$ cat config.mk
export PLATFORM = sky130hd
export DESIGN_NAME = circular_deque_core
export DESIGN_NICKNAME = d
export VERILOG_FILES = /design/src/sv/cdq_pkg.sv /design/src/sv/circular_deque_core.sv /design/src/sv/cdq_ram.sv /design/src/sv/cdq_ctrl.sv
export SDC_FILE = /design/constraint.sdc
export NUM_CORES = 1
export LEC_CHECK = 0
export BUFFER_PORTS_ARGS = -buffer_cell sky130_fd_sc_hd__buf_2
export CAP_MARGIN = 15
export CELL_PAD_IN_SITES_DETAIL_PLACEMENT = 1
export CELL_PAD_IN_SITES_GLOBAL_PLACEMENT = 1
export CORE_MARGIN = 1
export CORE_UTILIZATION = 47
export DETAILED_ROUTE_END_ITERATION = 7
export GPL_TIMING_DRIVEN = 1
export PLACE_DENSITY_LB_ADDON = 0.15
export SYNTH_ARGS = -nofsm -noshare
export SYNTH_HDL_FRONTEND = slang
export SYNTH_SLANG_ARGS = --single-unit
$ cat constraint.sdc
create_clock -name clock -period 6.3 [get_ports clock]
set_clock_uncertainty 0.05 [all_clocks]
set_input_delay 0.945 -clock clock [delete_from_list [all_inputs] [get_ports clock]]
set_output_delay 0.945 -clock clock [all_outputs]
set_load 0.03 [all_outputs]
$ cat src/sv/cdq_pkg.sv
// cdq_pkg: opcodes, configuration constants and status type for the circular deque.
// Depends on nothing; imported by cdq_ctrl, circular_deque_core and tb.
`timescale 1ns / 1ps

package cdq_pkg;

   localparam int OPCODE_W  = 3;
   localparam int CSR_W     = 5;
   localparam int CAP_RESET = 16;

   typedef enum logic [OPCODE_W-1:0] {
      OP_PUSH_HEAD = 3'd0,
      OP_PUSH_TAIL = 3'd1,
      OP_POP_HEAD  = 3'd2,
      OP_POP_TAIL  = 3'd3,
      OP_PEEK_HEAD = 3'd4,
      OP_PEEK_TAIL = 3'd5
   } opcode_type;

   typedef struct packed {
      logic ok;
      logic is_read;
      logic is_empty;
      logic is_full;
   } status_type;

endpackage

$ cat src/sv/circular_deque_core.sv
// circular_deque_core: bounded double-ended queue in a ring store, top level.
// Depends on cdq_pkg, cdq_ctrl and cdq_ram.
//
//   channel  direction  ports                                   accepted when
//   req      in         req_opcode, req_push_value              req_valid & req_ready
//   rsp      out        rsp_ok, rsp_read_value, rsp_count_after,
//                       rsp_is_empty, rsp_is_full               rsp_valid & rsp_ready
//   csr      in         csr_wr_data                             csr_wr_en
//
// One item per cycle sustained while the output is not stalled. The store read issued at
// accept lands in the store's read register while the status waits in a result stage;
// both move into the output register when it is free or being read.
// Index and count update at accept, so the next item sees them at once. Reset empties
// the queue and sets capacity to min(16, DEPTH).
// A stalled output holds the result stage, and req_ready drops once both are full.
`timescale 1ns / 1ps

module circular_deque_core
   import cdq_pkg::*;
#(
   parameter int DEPTH      = 16,
   parameter int DATA_WIDTH = 32
) (
   input  logic                        clock,
   input  logic                        reset,
   input  logic                        req_valid,
   output logic                        req_ready,
   input  logic [OPCODE_W-1:0]         req_opcode,
   input  logic [DATA_WIDTH-1:0]       req_push_value,
   output logic                        rsp_valid,
   input  logic                        rsp_ready,
   output logic                        rsp_ok,
   output logic [DATA_WIDTH-1:0]       rsp_read_value,
   output logic [$clog2(DEPTH+1)-1:0]  rsp_count_after,
   output logic                        rsp_is_empty,
   output logic                        rsp_is_full,
   input  logic                        csr_wr_en,
   input  logic [CSR_W-1:0]            csr_wr_data
);

   localparam int ADDR_W = (DEPTH > 1) ? $clog2(DEPTH) : 1;
   localparam int CNT_W  = $clog2(DEPTH + 1);

   logic                  accept;
   logic                  mem_we, mem_re;
   logic [ADDR_W-1:0]     mem_addr;
   logic [DATA_WIDTH-1:0] mem_rd_data;
   status_type            status;
   logic [CNT_W-1:0]      count_after;

   logic                  s1_valid_ff;
   status_type            s1_status_ff;
   logic [CNT_W-1:0]      s1_count_ff;
   logic                  s1_advance;

   logic                  rsp_valid_ff;
   logic                  rsp_ok_ff;
   logic [DATA_WIDTH-1:0] rsp_read_value_ff;
   logic [CNT_W-1:0]      rsp_count_ff;
   logic                  rsp_empty_ff;
   logic                  rsp_full_ff;

   assign s1_advance = s1_valid_ff & (~rsp_valid_ff | rsp_ready);
   assign req_ready  = ~s1_valid_ff | s1_advance;
   assign accept     = req_valid & req_ready;

   cdq_ctrl #(
      .DEPTH  (DEPTH),
      .ADDR_W (ADDR_W),
      .CNT_W  (CNT_W)
   ) u_ctrl (
      .clock       (clock),
      .reset       (reset),
      .accept      (accept),
      .opcode      (req_opcode),
      .csr_wr_en   (csr_wr_en),
      .csr_wr_data (csr_wr_data),
      .mem_we      (mem_we),
      .mem_re      (mem_re),
      .mem_addr    (mem_addr),
      .status      (status),
      .count_after (count_after)
   );

   cdq_ram #(
      .DEPTH      (DEPTH),
      .DATA_WIDTH (DATA_WIDTH),
      .ADDR_W     (ADDR_W)
   ) u_ram (
      .clock   (clock),
      .wr_en   (mem_we),
      .rd_en   (mem_re),
      .addr    (mem_addr),
      .wr_data (req_push_value),
      .rd_data (mem_rd_data)
   );

   // result stage: waits for the store read, holds while the output is stalled
   always_ff @(posedge clock) begin
      if (reset) begin
         s1_valid_ff <= 1'b0;
      end else if (accept) begin
         s1_valid_ff <= 1'b1;
      end else if (s1_advance) begin
         s1_valid_ff <= 1'b0;
      end
      if (accept) begin
         s1_status_ff <= status;
         s1_count_ff  <= count_after;
      end
   end

   // output register
   always_ff @(posedge clock) begin
      if (reset) begin
         rsp_valid_ff <= 1'b0;
      end else if (s1_advance) begin
         rsp_valid_ff <= 1'b1;
      end else if (rsp_ready) begin
         rsp_valid_ff <= 1'b0;
      end
      if (s1_advance) begin
         rsp_ok_ff         <= s1_status_ff.ok;
         rsp_read_value_ff <= s1_status_ff.is_read ? mem_rd_data : '0;
         rsp_count_ff      <= s1_count_ff;
         rsp_empty_ff      <= s1_status_ff.is_empty;
         rsp_full_ff       <= s1_status_ff.is_full;
      end
   end

   assign rsp_valid       = rsp_valid_ff;
   assign rsp_ok          = rsp_ok_ff;
   assign rsp_read_value  = rsp_read_value_ff;
   assign rsp_count_after = rsp_count_ff;
   assign rsp_is_empty    = rsp_empty_ff;
   assign rsp_is_full     = rsp_full_ff;

endmodule

$ cat src/sv/cdq_ram.sv
// cdq_ram: ring store, one write and one registered read per cycle.
// Depends on nothing; instantiated by circular_deque_core.
`timescale 1ns / 1ps

module cdq_ram #(
   parameter int DEPTH      = 16,
   parameter int DATA_WIDTH = 32,
   parameter int ADDR_W     = 4
) (
   input  logic                  clock,
   input  logic                  wr_en,
   input  logic                  rd_en,
   input  logic [ADDR_W-1:0]     addr,
   input  logic [DATA_WIDTH-1:0] wr_data,
   output logic [DATA_WIDTH-1:0] rd_data
);

   logic [DATA_WIDTH-1:0] mem [DEPTH];
   logic [DATA_WIDTH-1:0] rd_data_ff;

   always_ff @(posedge clock) begin
      if (wr_en) begin
         mem[addr] <= wr_data;
      end
      if (rd_en) begin
         rd_data_ff <= mem[addr];
      end
   end

   assign rd_data = rd_data_ff;

endmodule

$ cat src/sv/cdq_ctrl.sv
// cdq_ctrl: front index, element count and capacity; decodes an item into a store access.
// Depends on cdq_pkg; instantiated by circular_deque_core.
`timescale 1ns / 1ps

module cdq_ctrl
   import cdq_pkg::*;
#(
   parameter int DEPTH  = 16,
   parameter int ADDR_W = 4,
   parameter int CNT_W  = 5
) (
   input  logic                clock,
   input  logic                reset,
   input  logic                accept,
   input  logic [OPCODE_W-1:0] opcode,
   input  logic                csr_wr_en,
   input  logic [CSR_W-1:0]    csr_wr_data,
   output logic                mem_we,
   output logic                mem_re,
   output logic [ADDR_W-1:0]   mem_addr,
   output status_type          status,
   output logic [CNT_W-1:0]    count_after
);

   localparam int SUM_W = CNT_W + 1;
   localparam int CMP_W = (CNT_W > CSR_W) ? CNT_W : CSR_W;
   localparam int CAP_RST_INT = (CAP_RESET > DEPTH) ? DEPTH : CAP_RESET;
   localparam logic [CMP_W-1:0] DEPTH_CMP = CMP_W'(DEPTH);
   localparam logic [CNT_W-1:0] CAP_RST   = CNT_W'(CAP_RST_INT);

   logic [ADDR_W-1:0] front_ff, front_in;
   logic [CNT_W-1:0]  count_ff, count_in;
   logic [CNT_W-1:0]  cap_ff;
   logic [CNT_W-1:0]  cap_clamped;
   logic [CMP_W-1:0]  csr_ext;

   logic [SUM_W-1:0]  front_ext, count_ext, cap_ext;
   logic [SUM_W-1:0]  sum_back, sum_tail, sum_inc;
   logic [ADDR_W-1:0] back_idx, tail_idx, inc_idx, dec_idx;
   logic              full, empty;
   logic              ok, we, re;
   logic [ADDR_W-1:0] addr;

   // clamp the written capacity into 1..DEPTH
   always_comb begin
      csr_ext = CMP_W'(csr_wr_data);
      if (csr_ext == '0) begin
         cap_clamped = CNT_W'(1);
      end else if (csr_ext > DEPTH_CMP) begin
         cap_clamped = CNT_W'(DEPTH);
      end else begin
         cap_clamped = CNT_W'(csr_ext);
      end
   end

   // index arithmetic, wrapped by one compare and subtract
   always_comb begin
      front_ext = SUM_W'(front_ff);
      count_ext = SUM_W'(count_ff);
      cap_ext   = SUM_W'(cap_ff);
      full      = (count_ff >= cap_ff);
      empty     = (count_ff == '0);

      sum_back = front_ext + count_ext - SUM_W'(1);
      if (sum_back >= cap_ext) begin
         sum_back = sum_back - cap_ext;
      end
      sum_tail = front_ext + count_ext;
      if (sum_tail >= cap_ext) begin
         sum_tail = sum_tail - cap_ext;
      end
      sum_inc = front_ext + SUM_W'(1);
      if (sum_inc >= cap_ext) begin
         sum_inc = sum_inc - cap_ext;
      end

      back_idx = empty ? front_ff : ADDR_W'(sum_back);
      tail_idx = ADDR_W'(sum_tail);
      inc_idx  = ADDR_W'(sum_inc);
      dec_idx  = (front_ff == '0) ? ADDR_W'(cap_ext - SUM_W'(1)) : front_ff - ADDR_W'(1);
   end

   always_comb begin
      front_in = front_ff;
      count_in = count_ff;
      ok       = 1'b0;
      we       = 1'b0;
      re       = 1'b0;
      addr     = front_ff;
      unique case (opcode_type'(opcode))
         OP_PUSH_HEAD: begin
            if (!full) begin
               front_in = dec_idx;
               addr     = dec_idx;
               we       = 1'b1;
               count_in = count_ff + CNT_W'(1);
               ok       = 1'b1;
            end
         end
         OP_PUSH_TAIL: begin
            if (!full) begin
               addr     = tail_idx;
               we       = 1'b1;
               count_in = count_ff + CNT_W'(1);
               ok       = 1'b1;
            end
         end
         OP_POP_HEAD: begin
            if (!empty) begin
               re       = 1'b1;
               front_in = inc_idx;
               count_in = count_ff - CNT_W'(1);
               ok       = 1'b1;
            end
         end
         OP_POP_TAIL: begin
            if (!empty) begin
               addr     = back_idx;
               re       = 1'b1;
               count_in = count_ff - CNT_W'(1);
               ok       = 1'b1;
            end
         end
         OP_PEEK_HEAD: begin
            if (!empty) begin
               re = 1'b1;
               ok = 1'b1;
            end
         end
         OP_PEEK_TAIL: begin
            if (!empty) begin
               addr = back_idx;
               re   = 1'b1;
               ok   = 1'b1;
            end
         end
         default: begin
            ok = 1'b0;
         end
      endcase
   end

   always_ff @(posedge clock) begin
      if (reset) begin
         front_ff <= '0;
         count_ff <= '0;
         cap_ff   <= CAP_RST;
      end else if (csr_wr_en) begin
         front_ff <= '0;
         count_ff <= '0;
         cap_ff   <= cap_clamped;
      end else if (accept) begin
         front_ff <= front_in;
         count_ff <= count_in;
      end
   end

   assign mem_we          = accept & we;
   assign mem_re          = accept & re;
   assign mem_addr        = addr;
   assign count_after     = count_in;
   assign status.ok       = ok;
   assign status.is_read  = re;
   assign status.is_empty = (count_in == '0);
   assign status.is_full  = (count_in == cap_ff);

endmodule

==> results of run 1 <==
-- sequential cells by signal, summed over array words and instances (netlist names) --
name / cells
rsp_count_after: 5
rsp_is_empty: 1
rsp_is_full: 1
rsp_ok: 1
rsp_read_value: 32
rsp_valid: 1
s1_count_ff: 5
s1_status_ff: 4
s1_valid_ff: 1
u_ctrl.cap_ff: 5
u_ctrl.count_ff: 5
u_ctrl.front_ff: 4
u_ram.mem: 512
u_ram.rd_data: 32
-- worst paths after layout --
kind | from | to | slack (ns) | cells after the start
max reg2reg | u_ctrl.count_ff[0]$_SDFFE_PP0P_ | u_ram.mem[12][20]$_DFFE_PP_ | 0.53 | 16
min | s1_count_ff[4]$_DFFE_PP_ | rsp_count_after[4]$_DFFE_PP_ | 0.37 | 0
max | u_ctrl.count_ff[0]$_SDFFE_PP0P_ | u_ram.mem[12][20]$_DFFE_PP_ | 0.53 | 16
min reg2reg | s1_count_ff[4]$_DFFE_PP_ | rsp_count_after[4]$_DFFE_PP_ | 0.37 | 0
-- cell families (layout without fill, tap and decap cells) --
logic type               Yosys count  after routing  synth area share (%)
AO/OA/AOI/OAI                    224            224                  6.61
XOR/XNOR                          16             16                 0.525
adder cells (fa/ha/maj)           34             34                  1.70
buffers and inverters            178            284                  3.40
flip-flops                       609            609                  67.9
multiplexers                     146            146                  6.13
other                              0              1                     0
AND/OR/NAND/NOR                  719            719                  13.8
-- layout make-up --
class | count | share of cell area (%)
Antenna cell | 1 | 0.00829
Clock buffer | 85 | 5.99
Clock inverter | 35 | 0.899
Inverter | 20 | 0.249
Multi-Input combinational cell | 1139 | 26.1
Sequential cell | 609 | 60.0
Tap cell | 756 | 3.13
Timing Repair Buffer | 144 | 3.56
-- power groups by stage --
stage                     clock network [mW]  logic (mW)  registers, mW
after global routing                    3.97       0.798           4.51
after global placement                     0       0.726           4.59
after detailed placement                   0       0.742           4.59
after CTS                               3.84       0.747           4.51
final                                   3.78       0.743           4.51
after floorplan                            0       0.436           4.61
-- per-stage QoR --
step / total power [mW] / instances
floorplan: 5.05 / 1926
global placement: 5.31 / 2667
detailed placement: 5.33 / 2668
CTS: 9.09 / 2788
global route: 9.27 / 2788
finish: 9.02 / 2789
-- synthesized netlist by cell type, types with 5 or more instances --
| cell | number | share of area (%) |
|---|---|---|
| edfxtp_1 | 593 | 67 |
| nand3_1 | 271 | 5.1 |
| nand4_1 | 163 | 3.8 |
| nand2_1 | 153 | 2.1 |
| mux2_2 | 131 | 5.5 |
| o2111ai_1 | 129 | 4.2 |
| clkbuf_1 | 85 | 1.2 |
| nor2_1 | 39 | 0.55 |
| and2_1 | 35 | 0.82 |
| ha_1 | 30 | 1.4 |
| buf_2 | 27 | 0.51 |
| buf_6 | 25 | 1.1 |
| a21oi_1 | 24 | 0.45 |
| o21ai_0 | 21 | 0.39 |
| inv_1 | 20 | 0.28 |
| nor3_1 | 19 | 0.36 |
| buf_1 | 16 | 0.22 |
| dfxtp_1 | 16 | 1.2 |
| xnor2_1 | 14 | 0.46 |
| mux2i_1 | 12 | 0.45 |
| o211ai_1 | 11 | 0.31 |
| and3_1 | 9 | 0.21 |
| a21o_1 | 8 | 0.22 |
| buf_4 | 5 | 0.14 |
| nand2b_1 | 5 | 0.12 |
| nor2b_1 | 5 | 0.12 |
-- worst reg2reg max path, delay by kind of cell, from the launching register on --
kind / cells / cell delay (ns)
muxes: 1 / 0.26
xor gates and xnor gates: 1 / 0.23
and+or+nand+nor: 5 / 1.60
adders and majority gates: 4 / 1.37
AOI/OAI and AO/OA: 3 / 1.15
buffers and inverters: 2 / 0.43
DFF: 1 / 0.38
-- metal layers --
layer	part of all wire (%)	vias to the layer above	GRT usage [%]
met4	2.7	0	9.61
met5	0	-	0
met2	49	646	45.6
li1	-	7747	-
met1	42	9397	37.6
met3	5.9	145	3.95
==> reports/results.ini, run 1 <==
[run_status]
status = completed

[grt]
antenna_found_initial = 1
grtUsageTotal_pct = 27.7
grt_pass1_wl_um = 119000
grt.overflow.total = 0
grt_max_degree = 152
grt_pass1_vias = 18500

[clocking]
htreeDepth = 3
clk_pin_slew_ns = 0.06
clock_path_buffers = 3
cts_resized = 0
post_cts_buffers = 0
hold_buffers = 0
cts_tree = built
clk_latency_ns = 0.62
cts-root-buf = clkbuf_16
cts_buffers = 67
clock-sinks = 609

[sta]
drv_slew = 0
fin_ws_ns = 0.533
setup_viol = 0
setup_tns_ns = 0
worstMarginPinSlew_ns = 1.02
rsz0062_at_grt = no
finalCriticalPeriod_ns = 5.77
fin_crit_sh_pct = 91.5
max_slew_margin_pct = 31.9
fmax_mhz = 173
hold_violations = 0
hold_slack_ns = 0.371

[cells_and_area]
areaGrowthSynthToFinish_pct = 13.0
seqCellArea_mm2 = 0.0181
nets = 2060
fin_area_mm2 = 0.0302
layout_common_cells = 593 x edfxtp_1, 271 x nand3_1, 163 x nand4_1, 151 x nand2_1, 131 x mux2_2
drive_gt1_share_pct = 19.8
multi_input_area_mm2 = 0.00789
final_core_util_pct = 53.7
final_common_cell = edfxtp_1
nFillCells = 5408

[die]
io_pins = 87
die-area_mm2 = 0.0578
start_util_pct = 47.5
core_region_area_mm2 = 0.0563
dieHeight_um = 240
rows = 87
fp.dieW_um = 240

[worst_setup_path]
cp_num_buf_inv = 2
critPathArrivalTime_ns = 6.02
slowest_stage = nor3_4
worstPathMaxFanout = 20
cp-end-kind = flop
cp_cell_sequence = ha_1 > fa_1 > inv_1 > ha_1 > xnor2_1 > ha_1 > and3_1 > o311ai_2 > nand3_1 > mux2i_1 > nand2_1 > a31oi_1 > a221o_4 > nand2_1 > nor3_4 > buf_12
required_ns = 6.56
cp_slowest_stage_delay_ns = 0.86
cpMostUsedCell = ha_1
start_kind = flop
criticalPathCategory = flop to flop
path_delay_family = simple AND/OR/NAND/NOR gates

[power_and_ir_drop]
p_switching_mw = 2.15
comb_power_share_pct = 8.2
swShare_pct = 23.9
p_leak_nw = 9.61
intPower_mw = 6.87
seqPwrFrac_pct = 49.9
pwr-share-clk_pct = 41.8
peakVddDrop_v = 0.000282
power_density_mw_per_mm2 = 299

[synth]
syn_inst = 1926
synth_seq_cells = 609
syn_area_mm2 = 0.0267
async_reset_ff_share_pct = 0
yosys_warnings = 0
synth_edf_count = 593
synth_nets = 2005
synthFlopType = edfxtp_1
synth.yosys.seq_area_share_pct = 67.9
synth_cell_types = 58
syn_area_per_cell_um2 = 13.9

[route]
wirelength_um = 78400
dr.pass1.iters = 7
drc = 0
drt-initial-drc-count = 1440
wire_per_inst_um = 28.1
drtAntennaViolNets = 0
vias = 17900
vias_per_cell = 6.43

[job]
cap_violations = 0

[placed_design]
dpl-instance-area_mm2 = 0.0281
dp_hpwl_um = 43200
pre_cts_ws_ns = 0.557
io_buffer_count = 86
routabilityCongestion = 0.850

[min_path]
hp-class = flop to flop

Power figures use the tool's default switching activity.
==> run 2: changes to the inputs <==
--- a/config.mk
+++ b/config.mk
@@ -13,7 +13,7 @@
 export CORE_UTILIZATION = 47
 export DETAILED_ROUTE_END_ITERATION = 7
 export GPL_TIMING_DRIVEN = 1
-export PLACE_DENSITY_LB_ADDON = 0.15
+export PLACE_DENSITY_LB_ADDON = 0.1
 export SYNTH_ARGS = -nofsm -noshare
 export SYNTH_HDL_FRONTEND = slang
 export SYNTH_SLANG_ARGS = --single-unit
==> run 2 against run 1 <==
- first-iteration DRC count fell by 15%
- highest routed layer unchanged
- non-clock buffer count grew 2
- utilization about the same
- clock power increased by 2%
- sequential cell count unchanged
- critical path type unchanged
==> reports/results.ini, run 2 (synthesis gave the netlist of run 1 again) <==
[cells_and_area]
regMostFlops = u_ram.mem  ; unchanged
antenna_cells = 0  ; was 1
largest_reg_flops = 512  ; unchanged
nets = 2061  ; was 2,060
layout_common_cells = 593 x edfxtp_1, 271 x nand3_1, 163 x nand4_1, 151 x nand2_1, 131 x mux2_2  ; unchanged
areaGrowthSynthToFinish_pct = 13.0  ; about the same
final_common_cell = edfxtp_1  ; unchanged
drive_gt1_share_pct = 20.0  ; was 19.8%

[route]
vias_per_cell = 6.35  ; was 6.43
wirelength_um = 77200  ; was 78,400 um
dr.pass1.iters = 5  ; was 7
wire_per_inst_um = 27.7  ; was 28.1 um
drt-initial-drc-count = 1231  ; was 1,440
vias = 17700  ; was 17.9k
drtAntennaViolNets = 0  ; unchanged
drc = 0  ; unchanged

[sta]
fmax_mhz = 168  ; was 173 MHz
finalCriticalPeriod_ns = 5.95  ; was 5.77 ns
fin_ws_ns = 0.349  ; was 0.533 ns
worstMarginPinSlew_ns = 1.08  ; was 1.02 ns
drv_slew = 0  ; unchanged
rsz0062_at_grt = no  ; unchanged
max_slew_margin_pct = 27.9  ; was 31.9%
fin_crit_sh_pct = 94.5  ; was 91.5%
hold_violations = 0  ; unchanged
setup_viol = 0  ; unchanged
setup_tns_ns = 0  ; unchanged

[worst_setup_path]
worstRegToRegCells = 16  ; unchanged
critPathArrivalTime_ns = 6.14  ; was 6.02 ns
cp-end-kind = flop  ; unchanged
start_kind = flop  ; unchanged
criticalPathCategory = flop to flop  ; unchanged
required_ns = 6.49  ; was 6.56 ns
worstPathMaxFanout = 26  ; was 20

[clocking]
hold_buffers = 0  ; unchanged
htreeDepth = 3  ; unchanged
cts_tree = built  ; unchanged
post_cts_buffers = 0  ; unchanged
clock-sinks = 609  ; unchanged
cts-root-buf = clkbuf_16  ; unchanged
cts_buffers = 66  ; was 67
clock_path_buffers = 3  ; unchanged
cts_resized = 0  ; unchanged
clk_pin_slew_ns = 0.06  ; about the same
clk_latency_ns = 0.61  ; was 0.62 ns

[die]
dieHeight_um = 240  ; unchanged
io_pins = 87  ; unchanged
rows = 87  ; unchanged
die-area_mm2 = 0.0578  ; unchanged
fp.dieW_um = 240  ; unchanged
start_util_pct = 47.5  ; unchanged
core_region_area_mm2 = 0.0563  ; unchanged

[grt]
grt.overflow.total = 0  ; unchanged
grt_max_degree = 147  ; was 152
grtUsageTotal_pct = 27.3  ; was 27.7%
grt_pass1_vias = 18700  ; was 18.5k
grt_pass1_wl_um = 117000  ; was 119,000 um
antenna_found_initial = 1  ; unchanged

[power_and_ir_drop]
p_switching_mw = 2.14  ; was 2.15 mW
intPower_mw = 6.96  ; was 6.87 mW
seqPwrFrac_pct = 49.5  ; was 49.9%
comb_power_share_pct = 8.1  ; was 8.2%
p_leak_nw = 9.62  ; was 9.61 nW
peakVddDrop_v = 0.000212  ; was 0.000282 V
power_density_mw_per_mm2 = 301  ; was 299 mW/mm^2
swShare_pct = 23.5  ; was 23.9%
pwr-share-clk_pct = 42.4  ; was 41.8%

[min_path]
whs_path_depth = 0  ; unchanged
hp-class = flop to flop  ; unchanged

[placed_design]
dp_hpwl_um = 43300  ; was 43,200 um
pre_cts_ws_ns = 0.363  ; was 0.557 ns
routabilityCongestion = 0.872  ; was 0.850
io_buffer_count = 86  ; unchanged

[job]
cap_violations = 0  ; unchanged

[run_status]
status = completed  ; unchanged

## run 2: changes by cell type in the layout (fill, tap and decap cells not counted), moves of 2 or more
cell,change
clkbuf_16,-2
buf_12,-5
clkbuf_8,+2
bufinv_16,+3
clkinv_2,-3
buf_4,+6
## run 2: per-layer routing
layer	wire length (um)	part of all wire, %	vias up	global-route usage, %
met5	0	0	-	0
met4	2010	2.6	0	8.59
met3	3570	4.6	127	3.96
met2	38100	49	531	45.9
met1	33500	43	9312	36.5
li1	-	-	7740	-
## run 2: path summary, 6_finish.rpt
check | from | to | slack (ns)
min | s1_count_ff[1]$_DFFE_PP_ | rsp_count_after[1]$_DFFE_PP_ | 0.37
min reg2reg | s1_count_ff[1]$_DFFE_PP_ | rsp_count_after[1]$_DFFE_PP_ | 0.37
max | u_ctrl.front_ff[0]$_SDFFE_PP0P_ | u_ram.mem[0][11]$_DFFE_PP_ | 0.35
max reg2reg | u_ctrl.front_ff[0]$_SDFFE_PP0P_ | u_ram.mem[0][11]$_DFFE_PP_ | 0.35
## run 2: power by group through the flow
stage	Sequential [mW]	Combinational, mW	Clock (mW)
detailed placement	4.59	0.735	0
global placement	4.59	0.722	0
CTS	4.51	0.740	3.93
finish	4.51	0.734	3.86
global route	4.51	0.791	4.06
floorplan	4.61	0.436	0
## run 2: cell type report
class | count | area [um^2]
clock buffers | 84 | 1780
flip-flops and latches | 609 | 18100
well taps | 756 | 946
multi-input cells | 1139 | 7890
inverters | 20 | 75.1
fillers | 5484 | 26100
repair buffers | 146 | 1020
clock inverters | 35 | 352
## run 2: stage by stage
| stage | power (mW) | std cells | utilization (%) | cell area [um^2] | hold slack [ns] |
|---|---|---|---|---|---|
| detailed placement | 5.33 | 2669 | 49.9 | 28100 | 0.358 |
| finish | 9.10 | 2789 | 53.7 | 30200 | 0.369 |
| global route | 9.36 | 2789 | 53.7 | 30200 | 0.377 |
| global placement | 5.31 | 2668 | 49.8 | 28000 | 0.357 |
| floorplan | 5.05 | 1926 | - | 26700 | 0.350 |
| CTS | 9.18 | 2788 | 53.6 | 30200 | 0.372 |
## run 2: critical path, cell delays in order (launching register included)
cell and delay (ns):
dfxtp_1 0.41, ha_1 0.27, fa_1 0.56, inv_1 0.10, ha_1 0.23, xnor2_1 0.22, ha_1 0.31, and3_1 0.21
o311ai_2 0.37, nand3_1 0.17, mux2_4 0.35, mux2_1 0.33, o211ai_1 0.34, o21a_4 0.52, nand3_1 0.46, nor2_4 0.23
buf_4 0.43
==> run 3: changes to the inputs <==
--- a/config.mk
+++ b/config.mk
@@ -5,12 +5,13 @@
 export SDC_FILE = /design/constraint.sdc
 export NUM_CORES = 1
 export LEC_CHECK = 0
+export ABC_AREA = 1
 export BUFFER_PORTS_ARGS = -buffer_cell sky130_fd_sc_hd__buf_2
 export CAP_MARGIN = 15
 export CELL_PAD_IN_SITES_DETAIL_PLACEMENT = 1
 export CELL_PAD_IN_SITES_GLOBAL_PLACEMENT = 1
 export CORE_MARGIN = 1
-export CORE_UTILIZATION = 47
+export CORE_UTILIZATION = 45
 export DETAILED_ROUTE_END_ITERATION = 7
 export GPL_TIMING_DRIVEN = 1
 export PLACE_DENSITY_LB_ADDON = 0.1
==> run 3 against run 2 <==
- the run now ends with DRC left
- power grew 4.6%
- critical path depth increased by 10
- via count rose by 7.4%
- fmax up 5.0%
- die area increased by 6.2%
- combinational power rose by 77%
==> reports/results.ini, run 3 <==
[synth]
synth-simple-area-share_pct = 24.0  ; was 13.8%
syn_area_mm2 = 0.0272  ; was 0.0267 mm^2
yosys.area_share.adder_pct = 1.68  ; was 1.70%
synthTopCellsByArea = edfxtp_1 66%, nand2_1 17%, nand3_1 5.3%, inv_1 2.3%, ha_1 1.4%  ; was edfxtp_1 67%, mux2_2 5.5%, nand3_1 5.1%, o2111ai_1 4.2%, nand4_1 3.8%
synth.most_common_cell = nand2_1  ; was edfxtp_1
synthFlopType = edfxtp_1  ; unchanged
ys_top_cells_by_count = 1,243 x nand2_1, 593 x edfxtp_1, 290 x nand3_1  ; was 593 x edfxtp_1, 271 x nand3_1, 163 x nand4_1
synth.yosys.seq_area_share_pct = 66.7  ; was 67.9%
yosys.area.top_type = edfxtp_1  ; unchanged
synth_xor_area_share_pct = 0.483  ; was 0.525%
synth_edf_count = 593  ; unchanged
syn_inst = 2649  ; was 1,926
yosys_warnings = 0  ; unchanged
synth_nets = 2728  ; was 2,005
synth_compound_area_share_pct = 1.87  ; was 6.61%
syn_area_per_cell_um2 = 10.3  ; was 13.9 um^2
synth_seq_cells = 609  ; unchanged
synth_cell_types = 47  ; was 58
synth.top_cell.area_share_pct = 65.5  ; was 66.7%
async_reset_ff_share_pct = 0  ; unchanged
synth_top_family_by_area = simple AND/OR/NAND/NOR gates  ; unchanged
synth.area.mux_share_pct = 0  ; was 6.13%

[worst_setup_path]
cp_num_buf_inv = 4  ; was 2
start_kind = flop  ; unchanged
ff2ff_setup_slack_ns = 0.63  ; was 0.35 ns
required_ns = 6.70  ; was 6.49 ns
slowest_stage = dfxtp_1  ; was fa_1
crit_path_start = u_ctrl.front_ff[0]$_SDFFE_PP0P_  ; unchanged
cp_slowest_stage_delay_ns = 0.49  ; was 0.56 ns
path_delay_family = simple AND/OR/NAND/NOR gates  ; was adder cells
cpMostUsedCell = nand2_1  ; was ha_1
criticalPathCategory = flop to flop  ; unchanged
cp-end-kind = flop  ; unchanged
critPathArrivalTime_ns = 6.07  ; was 6.14 ns
worstPathMaxFanout = 142  ; was 26
r2r_start = u_ctrl.front_ff[0]$_SDFFE_PP0P_  ; unchanged

[cells_and_area]
final_common_cell = nand2_1  ; was edfxtp_1
antenna_cells = 0  ; unchanged
layout_common_cells = 1,243 x nand2_1, 593 x edfxtp_1, 289 x nand3_1, 164 x inv_1, 86 x buf_2  ; was 593 x edfxtp_1, 271 x nand3_1, 163 x nand4_1, 151 x nand2_1, 131 x mux2_2
largest_reg_flops = 512  ; unchanged
fin_area_mm2 = 0.0304  ; was 0.0302 mm^2
fin_cells = 3527  ; was 2,789
drive_gt1_share_pct = 9.44  ; was 20.0%
areaGrowthSynthToFinish_pct = 11.9  ; was 13.0%
regMostFlops = u_ram.mem  ; unchanged
nets = 2791  ; was 2,061
final_core_util_pct = 51.2  ; was 53.7%

[clocking]
post_cts_buffers = 0  ; unchanged
htreeDepth = 3  ; unchanged
hold_buffers = 0  ; unchanged
cts_tree = built  ; unchanged
cts-root-buf = clkbuf_16  ; unchanged
cts_resized = 0  ; unchanged
clock_path_buffers = 3  ; unchanged
clk_latency_ns = 0.60  ; was 0.61 ns
cts_buffers = 67  ; was 66
clock-sinks = 609  ; unchanged
clk_pin_slew_ns = 0.06  ; about the same

[placed_design]
dpl-instance-area_mm2 = 0.0284  ; was 0.0281 mm^2
dp_cells = 3416  ; was 2,669
routabilityCongestion = 0.838  ; was 0.872
dp_hpwl_um = 42800  ; was 43,300 um
pre_cts_ws_ns = 0.675  ; was 0.363 ns
io_buffer_count = 86  ; unchanged

[grt]
grt_pass1_vias = 20300  ; was 18.7k
met2_usage_pct = 44.3  ; was 45.9%
grt.met3_usage_pct = 3.41  ; was 3.96%
antenna_found_initial = 1  ; unchanged
grt.overflow.total = 0  ; unchanged
grt_max_degree = 166  ; was 147
busiest_layer = met2  ; unchanged
use_met1_pct = 33.1  ; was 36.5%
grt_pass1_wl_um = 118000  ; was 117,000 um
grtUsageTotal_pct = 25.5  ; was 27.3%

[route]
vias = 19000  ; was 17.7k
wirelength_um = 76400  ; was 77,200 um
drtAntennaViolNets = 0  ; unchanged
drt-initial-drc-count = 1218  ; was 1,231
vias_per_cell = 5.39  ; was 6.35
wire_per_inst_um = 21.6  ; was 27.7 um
dr.pass1.iters = 7  ; was 5
drc = 8  ; was 0

[power_and_ir_drop]
p_switching_mw = 2.56  ; was 2.14 mW
peakVddDrop_v = 0.000243  ; was 0.000212 V
power_mw = 9.52  ; was 9.10 mW
swShare_pct = 26.9  ; was 23.5%
pwr-share-clk_pct = 38.5  ; was 42.4%
intPower_mw = 6.96  ; about the same
seqPwrFrac_pct = 47.9  ; was 49.5%
comb_power_share_pct = 13.6  ; was 8.1%
p_leak_nw = 12.8  ; was 9.62 nW
power_density_mw_per_mm2 = 313  ; was 301 mW/mm^2

[die]
io_pins = 87  ; unchanged
die-area_mm2 = 0.0614  ; was 0.0578 mm^2
start_util_pct = 45.8  ; was 47.5%
core_region_area_mm2 = 0.0594  ; was 0.0563 mm^2
rows = 89  ; was 87
fp.dieW_um = 248  ; was 240 um
dieHeight_um = 248  ; was 240 um

[sta]
fin_crit_sh_pct = 89.9  ; was 94.5%
rsz0062_at_grt = no  ; unchanged
setup_tns_ns = 0  ; unchanged
hold_violations = 0  ; unchanged
hold_slack_ns = 0.368  ; was 0.369 ns
finalCriticalPeriod_ns = 5.67  ; was 5.95 ns
fin_ws_ns = 0.635  ; was 0.349 ns
max_slew_margin_pct = 23.5  ; was 27.9%
fmax_mhz = 177  ; was 168 MHz
setup_viol = 0  ; unchanged
worstMarginPinSlew_ns = 1.14  ; was 1.08 ns
drv_slew = 0  ; unchanged

[run_status]
status = complete, but fails checks  ; was completed
violations = DRC

[job]
cap_violations = 0  ; unchanged

[min_path]
hp-class = flop to flop  ; unchanged
hold_path.startpoint = s1_count_ff[1]$_DFFE_PP_  ; unchanged

[run 3: worst paths after layout]
check / end / cells past startpoint
worst max-delay path: u_ram.rd_data[20]$_DFFE_PP_ / 26
worst min-delay path: rsp_count_after[1]$_DFFE_PP_ / 0
worst min register to register: rsp_count_after[1]$_DFFE_PP_ / 0
worst max register to register: u_ram.rd_data[20]$_DFFE_PP_ / 26
[run 3: layer usage]
| layer | vias up | routed length, um |
|---|---|---|
| li1 | 8903 | - |
| met1 | 9645 | 34000 |
| met2 | 363 | 37900 |
| met3 | 111 | 2870 |
| met4 | 2 | 1630 |
| met5 | - | 13 |
[run 3: cell families after synthesis]
family | Yosys count
fa+ha+maj | 34
flops | 609
xor+xnor | 15
buf+inv | 303
simple gates | 1608
compound gates | 80
[run 3: cell type report]
type | instances | area (um^2)
repair buffers | 128 | 896
flip-flops and latches | 609 | 18100
multi-input cells | 1737 | 7810
clock buffers | 87 | 1770
fillers | 6533 | 28900
well taps | 773 | 967
inverters | 169 | 634
clock inverters | 24 | 201
[run 3: power by group through the flow]
stage | combinational [mW] | sequential, mW | clock [mW]
2_1_floorplan | 0.879 | 4.66 | 0
3_3_place_gp | 1.27 | 4.64 | 0
3_5_place_dp | 1.30 | 4.64 | 0
4_1_cts | 1.31 | 4.56 | 3.75
5_1_grt | 1.45 | 4.56 | 3.88
6_report | 1.30 | 4.56 | 3.67
